==> src/mdpb_pkg.sv <==
// Shared types, widths and reset values for the masked depth pixel back-projection block.
// No dependencies; every other file of the block uses this package.
package mdpb_pkg;

    // Default module parameters
    localparam int DEF_GRID_STEP   = 2;
    localparam int DEF_COORD_BITS  = 10;

    // Fixed field widths
    localparam int COL_W      = 10;
    localparam int MASK_W     = 8;
    localparam int DEPTH_W    = 16;
    localparam int MAP_W      = 23;
    localparam int CAM_W      = 39;    // camera x/y, Q.8 depth units
    localparam int CFG_IDX_W  = 3;
    localparam int CFG_DATA_W = 63;

    // Output saturation limits
    localparam logic signed [MAP_W-1:0] MAP_MAX = {1'b0, {(MAP_W-1){1'b1}}};
    localparam logic signed [MAP_W-1:0] MAP_MIN = {1'b1, {(MAP_W-1){1'b0}}};

    // Register indexes
    typedef enum logic [CFG_IDX_W-1:0] {
        CFG_DEPTH_MIN   = 3'd0,
        CFG_DEPTH_MAX   = 3'd1,
        CFG_PRINCIPAL   = 3'd2,
        CFG_INV_FOCAL   = 3'd3,
        CFG_ROT_ROW0    = 3'd4,
        CFG_ROT_ROW1    = 3'd5,
        CFG_ROT_ROW2    = 3'd6,
        CFG_TRANSLATION = 3'd7
    } t_cfg_idx;

    // Register file contents, raw bit containers
    typedef struct packed {
        logic [15:0] depth_min;
        logic [15:0] depth_max;
        logic [31:0] principal;    // cy[31:16], cx[15:0], Q12.4
        logic [47:0] inv_focal;    // 1/fy[47:24], 1/fx[23:0], Q0.24
        logic [53:0] rot_row0;
        logic [53:0] rot_row1;
        logic [53:0] rot_row2;
        logic [62:0] translation;  // z, y, x as signed 21-bit, x lowest
    } t_cfg;

    // Register reset values
    localparam logic [15:0] RST_DEPTH_MIN   = 16'd500;
    localparam logic [15:0] RST_DEPTH_MAX   = 16'd5000;
    localparam logic [31:0] RST_PRINCIPAL   = 32'd245502936;
    localparam logic [47:0] RST_INV_FOCAL   = 48'd462883417030;
    localparam logic [53:0] RST_ROT_ROW0    = 54'd65536;
    localparam logic [53:0] RST_ROT_ROW1    = 54'd17179869184;
    localparam logic [53:0] RST_ROT_ROW2    = 54'd4503599627370496;
    localparam logic [62:0] RST_TRANSLATION = 63'd0;

    // Camera-frame point handed from back-projection to the transform
    typedef struct packed {
        logic                    ok;
        logic signed [CAM_W-1:0] xc;
        logic signed [CAM_W-1:0] yc;
        logic [DEPTH_W-1:0]      depth;
    } t_cam;

endpackage

==> src/mdpb_ifaces.sv <==


interface mdpb_cfg_if;
    logic                               valid;
    logic                               ready;
    logic [mdpb_pkg::CFG_IDX_W-1:0]     index;
    logic [mdpb_pkg::CFG_DATA_W-1:0]    data;

    modport source (output valid, index, data, input ready);
    modport sink   (input valid, index, data, output ready);
endinterface


==> src/mdpb_cfg.sv <==
// Configuration register file: decodes register-write transactions into t_cfg.
// Depends on mdpb_pkg and mdpb_cfg_if.
module mdpb_cfg (
    input  logic            i_clk,
    input  logic            i_rst_n,
    mdpb_cfg_if.sink        i_cfg,
    output mdpb_pkg::t_cfg  o_cfg
);

    mdpb_pkg::t_cfg r_cfg;

    // Writes are always taken
    assign i_cfg.ready = 1'b1;
    assign o_cfg       = r_cfg;

    // Register decode
    always_ff @(posedge i_clk) begin
        if (!i_rst_n) begin
            r_cfg.depth_min   <= mdpb_pkg::RST_DEPTH_MIN;
            r_cfg.depth_max   <= mdpb_pkg::RST_DEPTH_MAX;
            r_cfg.principal   <= mdpb_pkg::RST_PRINCIPAL;
            r_cfg.inv_focal   <= mdpb_pkg::RST_INV_FOCAL;
            r_cfg.rot_row0    <= mdpb_pkg::RST_ROT_ROW0;
            r_cfg.rot_row1    <= mdpb_pkg::RST_ROT_ROW1;
            r_cfg.rot_row2    <= mdpb_pkg::RST_ROT_ROW2;
            r_cfg.translation <= mdpb_pkg::RST_TRANSLATION;
        end else if (i_cfg.valid) begin
            unique case (mdpb_pkg::t_cfg_idx'(i_cfg.index))
                mdpb_pkg::CFG_DEPTH_MIN:   r_cfg.depth_min   <= i_cfg.data[15:0];
                mdpb_pkg::CFG_DEPTH_MAX:   r_cfg.depth_max   <= i_cfg.data[15:0];
                mdpb_pkg::CFG_PRINCIPAL:   r_cfg.principal   <= i_cfg.data[31:0];
                mdpb_pkg::CFG_INV_FOCAL:   r_cfg.inv_focal   <= i_cfg.data[47:0];
                mdpb_pkg::CFG_ROT_ROW0:    r_cfg.rot_row0    <= i_cfg.data[53:0];
                mdpb_pkg::CFG_ROT_ROW1:    r_cfg.rot_row1    <= i_cfg.data[53:0];
                mdpb_pkg::CFG_ROT_ROW2:    r_cfg.rot_row2    <= i_cfg.data[53:0];
                mdpb_pkg::CFG_TRANSLATION: r_cfg.translation <= i_cfg.data[62:0];
                default: ;
            endcase
        end
    end

endmodule

==> src/flat_wrapper.sv <==
// flat-port wrapper written by rule: the top's interface ports become plain ports
module mdpb_cfg_flat 
  (i_clk, i_rst_n, o_cfg, i_cfg_valid, i_cfg_index, i_cfg_data, i_cfg_ready);
  mdpb_cfg_if i_cfg_i ();
  input  logic i_clk;
  input  logic i_rst_n;
  output mdpb_pkg::t_cfg o_cfg;
  input wire logic [$bits(i_cfg_i.valid)-1:0] i_cfg_valid;
  input wire logic [$bits(i_cfg_i.index)-1:0] i_cfg_index;
  input wire logic [$bits(i_cfg_i.data)-1:0] i_cfg_data;
  output wire logic [$bits(i_cfg_i.ready)-1:0] i_cfg_ready;
  assign i_cfg_i.valid = i_cfg_valid;
  assign i_cfg_i.index = i_cfg_index;
  assign i_cfg_i.data = i_cfg_data;
  assign i_cfg_ready = i_cfg_i.ready;
  mdpb_cfg u_core (.i_clk(i_clk), .i_rst_n(i_rst_n), .i_cfg(i_cfg_i), .o_cfg(o_cfg));
endmodule
==> config.mk <==
export PLATFORM = sky130hd
export DESIGN_NAME = mdpb_cfg_flat
export DESIGN_NICKNAME = d
export VERILOG_FILES = /design/src/mdpb_pkg.sv /design/src/mdpb_ifaces.sv /design/src/mdpb_cfg.sv /design/src/flat_wrapper.sv
export SDC_FILE = /design/constraint.sdc
export NUM_CORES = 1
export LEC_CHECK = 0
export ABC_CLOCK_PERIOD_IN_PS = 1230
export BUFFER_PORTS_ARGS = -buffer_cell sky130_fd_sc_hd__buf_2
export CAP_MARGIN = 5
export CORE_ASPECT_RATIO = 1.25
export CORE_MARGIN = 2
export CORE_UTILIZATION = 25
export CTS_BUF_LIST = sky130_fd_sc_hd__clkbuf_8
export DETAILED_ROUTE_END_ITERATION = 10
export SETUP_SLACK_MARGIN = 0.05
export SKIP_LAST_GASP = 1
export SYNTH_ARGS = -nofsm -noshare
export SYNTH_HDL_FRONTEND = slang
export SYNTH_SLANG_ARGS = --single-unit
==> constraint.sdc <==
create_clock -name i_clk -period 1.23 [get_ports i_clk]
set_input_delay 0.246 -clock i_clk [delete_from_list [all_inputs] [get_ports i_clk]]
set_output_delay 0.246 -clock i_clk [all_outputs]
set_load 0.02 [all_outputs]
-- Word level (Yosys, flattened, before mapping)
Cells that the tools add are included.
- equality and inequality tests: 7
- reductions and logical operators: 9
- operator list (kind ; number):
    $reduce_and A2 Y1 ; 8
    $eq A3 B3 Y1 const B ; 4
    $eq A3 B2 Y1 const B ; 2
    $eq A3 B1 Y1 const B ; 1
    $logic_not A3 Y1 ; 1
- bits in registers: 337
- input bits: 69
- output and inout port bits: 338
- logic and storage cells: 24

-- Depth between registers and ports, before layout
- word-level depth: 2
- mapped depth: 5
- gate-level depth less buffers: 2

-- Worst setup path before layout
OpenSTA, ideal clock, no wires.
- kind: input port to flip-flop
- start point: input port i_cfg_index[1]
- end point: register u_core.r_cfg, in the netlist u_core.o_cfg[328]
- setup time: 127 ps
- arrival: 1174 ps
- required time: 1103 ps
- slack: -71 ps
- cell stages on the path: 4
- path buffers: 2
- cell sequence: buf_6 > or4b_4 > buf_6 > mux2i_1
- word-level cells in the longest chain between the ends: 2
- ends and longest elaborated chain (what ; line ; RTL):
    from (decl) ; flat_wrapper.sv:9 ; input wire logic [$bits(i_cfg_i.index)-1:0] i_cfg_index;
    $logic_not A3 Y1 ; mdpb_cfg.sv:28 ; unique case (mdpb_pkg::t_cfg_idx'(i_cfg.index))
    $reduce_and A2 Y1 (no line) ; n/a ;
    to (decl) ; mdpb_cfg.sv:10 ; mdpb_pkg::t_cfg r_cfg;
Every way passes these cells.
A chain may end at the register's enable or synchronous reset.

-- Worst setup path after layout
- start point: register u_core.r_cfg, in the netlist u_core.o_cfg[230]
- end point: output port o_cfg[230] (netlist bit)
- RTL lines (what ; line ; RTL):
    to (decl) ; flat_wrapper.sv:7 ; output mdpb_pkg::t_cfg o_cfg;
No word-level cell between the ends.

==> metrics.cfg <==
[final_layout]
drive_above_1_share_pct=54.04
fillCellCount=4582
final_common_cell=nand2_1
mostFrequentLayoutCells=nand2_1 (355), mux2i_1 (337), buf_6 (337), dfxtp_2 (336), buf_4 (157)
fin_util_pct=42.07
area_growth_pct=66.24
largest_reg_flops=337
nNetsFinal=1887

[yosys]
synth_area_sq_um=12500
synth.avg_cell_area_sq_um=10.37
syn_nets=1275
synth_seq_area_share_pct=53.95
ys_warn_count=0
synth_cell_types=17
synthCells=1206
synth_seq_cells=337

[cts]
cts.clk_slew.worst_paths_ns=0.06
worstSkewPairLatency_ns=0.62
cts_num_sinks=337
ctsHtreeMaxLevel=2
numCtsBuffers=55
cts_root_buf=clkbuf_8
cts_tree=done
cts_buffer_depth=3

[worst_setup_path]
cp.required_ns=0.98
crit_path_start_kind=register
rr_startpoint=u_core.o_cfg[196]$_SDFFE_PN0P_
r2r_end=u_core.o_cfg[196]$_SDFFE_PN0P_
cpLargestDelayFamily=flip-flops
rrSetupSlack_ns=0.41
crit_buf_inv=1
slowest_stage=dfxtp_4
max_stage_delay_ns=0.36
crit_type=reg -> out
worstPathArrival_ns=1.14
cp_cell_sequence=buf_6
r2r_cells=4
end_kind=output pin
worst-path-max-fanout=2
crit_start=u_core.o_cfg[230]$_SDFFE_PN0P_

[die]
ios=407
initial_core_util_pct=25.31
die_x_um=204.0
die_y_um=254.0
num_rows=91
dieArea_sq_um=51830
core_area_sq_um=49410

[global_routing]
grt_antenna_before_repair=3
grtUsageMet1_pct=17.79
top_usage_layer=met2
grt_overflow=0
met3_usage_pct=4.411
track_usage_pct=16.18
grt_pass1_vias=11190
grt_pass1_wl_mm=64.40
grt.met2_usage_pct=28.05
grt_max_degree=55

[drt]
drc=0
drt_iter0_drc=418
ant_nets=0
via_count=10870
vias_per_cell=4.327
wl_per_cell_um=17.71
wl_mm=44.46
first_pass_iters=5

[sta]
skew_ns=0
fmax_mhz=723.0
setup_viol=337
finalCritPeriodShare_pct=112.4
slew_violations=0
rsz0062_at_grt=true
period_minus_slack_ns=1.383
setup_ws_ns=-0.1531
hold_slack_ns=0.08834
setup_tns_ns=-34.52
hold_violations=0

[placement]
portBuffers=405
routabilityCongestion=0.8104
hpwl_mm=29.16

[pwr]
ir_worst_vdd_mv=0.8361
cellPowerDensity_nw_per_um2=1134
power_leakage_nw=10.52

[min_path]
min_path_type=in -> reg
whs_path_depth=3
holdPathEnd=u_core.o_cfg[270]$_SDFFE_PN0P_
min_from=i_cfg_data[45]

[status]
violations=negative setup slack
status=finished, violations left

[job]
cap_viol_max_count=0

cell families (layout without fill, tap and decap cells):
logic type    after synthesis  after routing  synth area share [%]
flops                     337            337                 53.95
mux                       337            337                 26.98
other cells                 1              3               0.02999
simple gates              440            440                 15.41
buf+inv                    91            743                 3.632
worst max-delay path by stage:
stage	to	slack, ns	depth (start not counted)
4_1_cts	o_cfg[230]	-0.22	1
2_1_floorplan	u_core.o_cfg[328]$_SDFFE_PN1P_	-0.07	4
5_1_grt	o_cfg[279]	-0.21	1
6_report	o_cfg[230]	-0.15	1
3_5_place_dp	u_core.o_cfg[134]$_SDFFE_PN0P_	-0.29	6
3_3_place_gp	u_core.o_cfg[127]$_SDFFE_PN0P_	-0.20	6
cell type report:
type	instances	area, sq um	share of cell area (%)
antenna	2	5.005	0.02408
clock buffer	65	894.6	4.304
clock inverter	32	182.7	0.8788
multi-input combinational	778	5315	25.57
sequential	337	7171	34.50
tap	651	814.5	3.918
timing repair buffer	646	6405	30.81
stage by stage:
stage | power (W) | cell area, sq um | setup slack [ns] | std cells
floorplan | 0.01263 | 12550 | -0.07070 | 1206
global placement | 0.01347 | 15810 | -0.1959 | 2251
detailed placement | 0.01350 | 15810 | -0.2889 | 2251
CTS | 0.02379 | 20260 | -0.2152 | 2440
global route | 0.02451 | 20780 | -0.2120 | 2510
finish | 0.02357 | 20790 | -0.1531 | 2511
timing repair:
| item | 4_1_cts | 5_1_grt |
|---|---|---|
| hold endpoints to repair | 248 | 0 |
| resized for setup | 1012 | 0 |
| hold buffers | 60 | 0 |
| setup buffers | 32 | 69 |
| setup endpoints to repair | 337 | 337 |
cells in the mapped netlist:
master	count	area, sq um
and4bb_1	1	12.51
nand4bb_2	1	16.27
nand4_1	1	6.260
conb_1	1	3.750
buf_4	11	82.58
and4b_1	1	10.01
nand2_1	355	1333
nand4bb_1	2	22.52
buf_6	4	45.04
nor4b_4	1	23.77
clkbuf_1	43	161.4
buf_2	33	165.2
mux2i_1	337	3373
nor2b_1	74	462.9
nand4b_1	3	26.28
or4b_4	1	13.76
dfxtp_1	337	6746
layer usage:
metal | part of all wire (%) | routed length [um]
met1 | 39 | 17360
met2 | 49 | 21890
met3 | 6.1 | 2731
met4 | 5.5 | 2461
met5 | 0.029 | 13
power breakdown:
group / total (W) / leakage (nW) / switching (W) / internal, W
combinational: 0.00251 / 7.04 / 0.00129 / 0.00122
clock: 0.00967 / 0.627 / 0.00465 / 0.00503
sequential: 0.0114 / 2.85 / 0.000184 / 0.0112
total: 0.0236 / 10.5 / 0.00612 / 0.0175
Power figures use the tool's default switching activity.
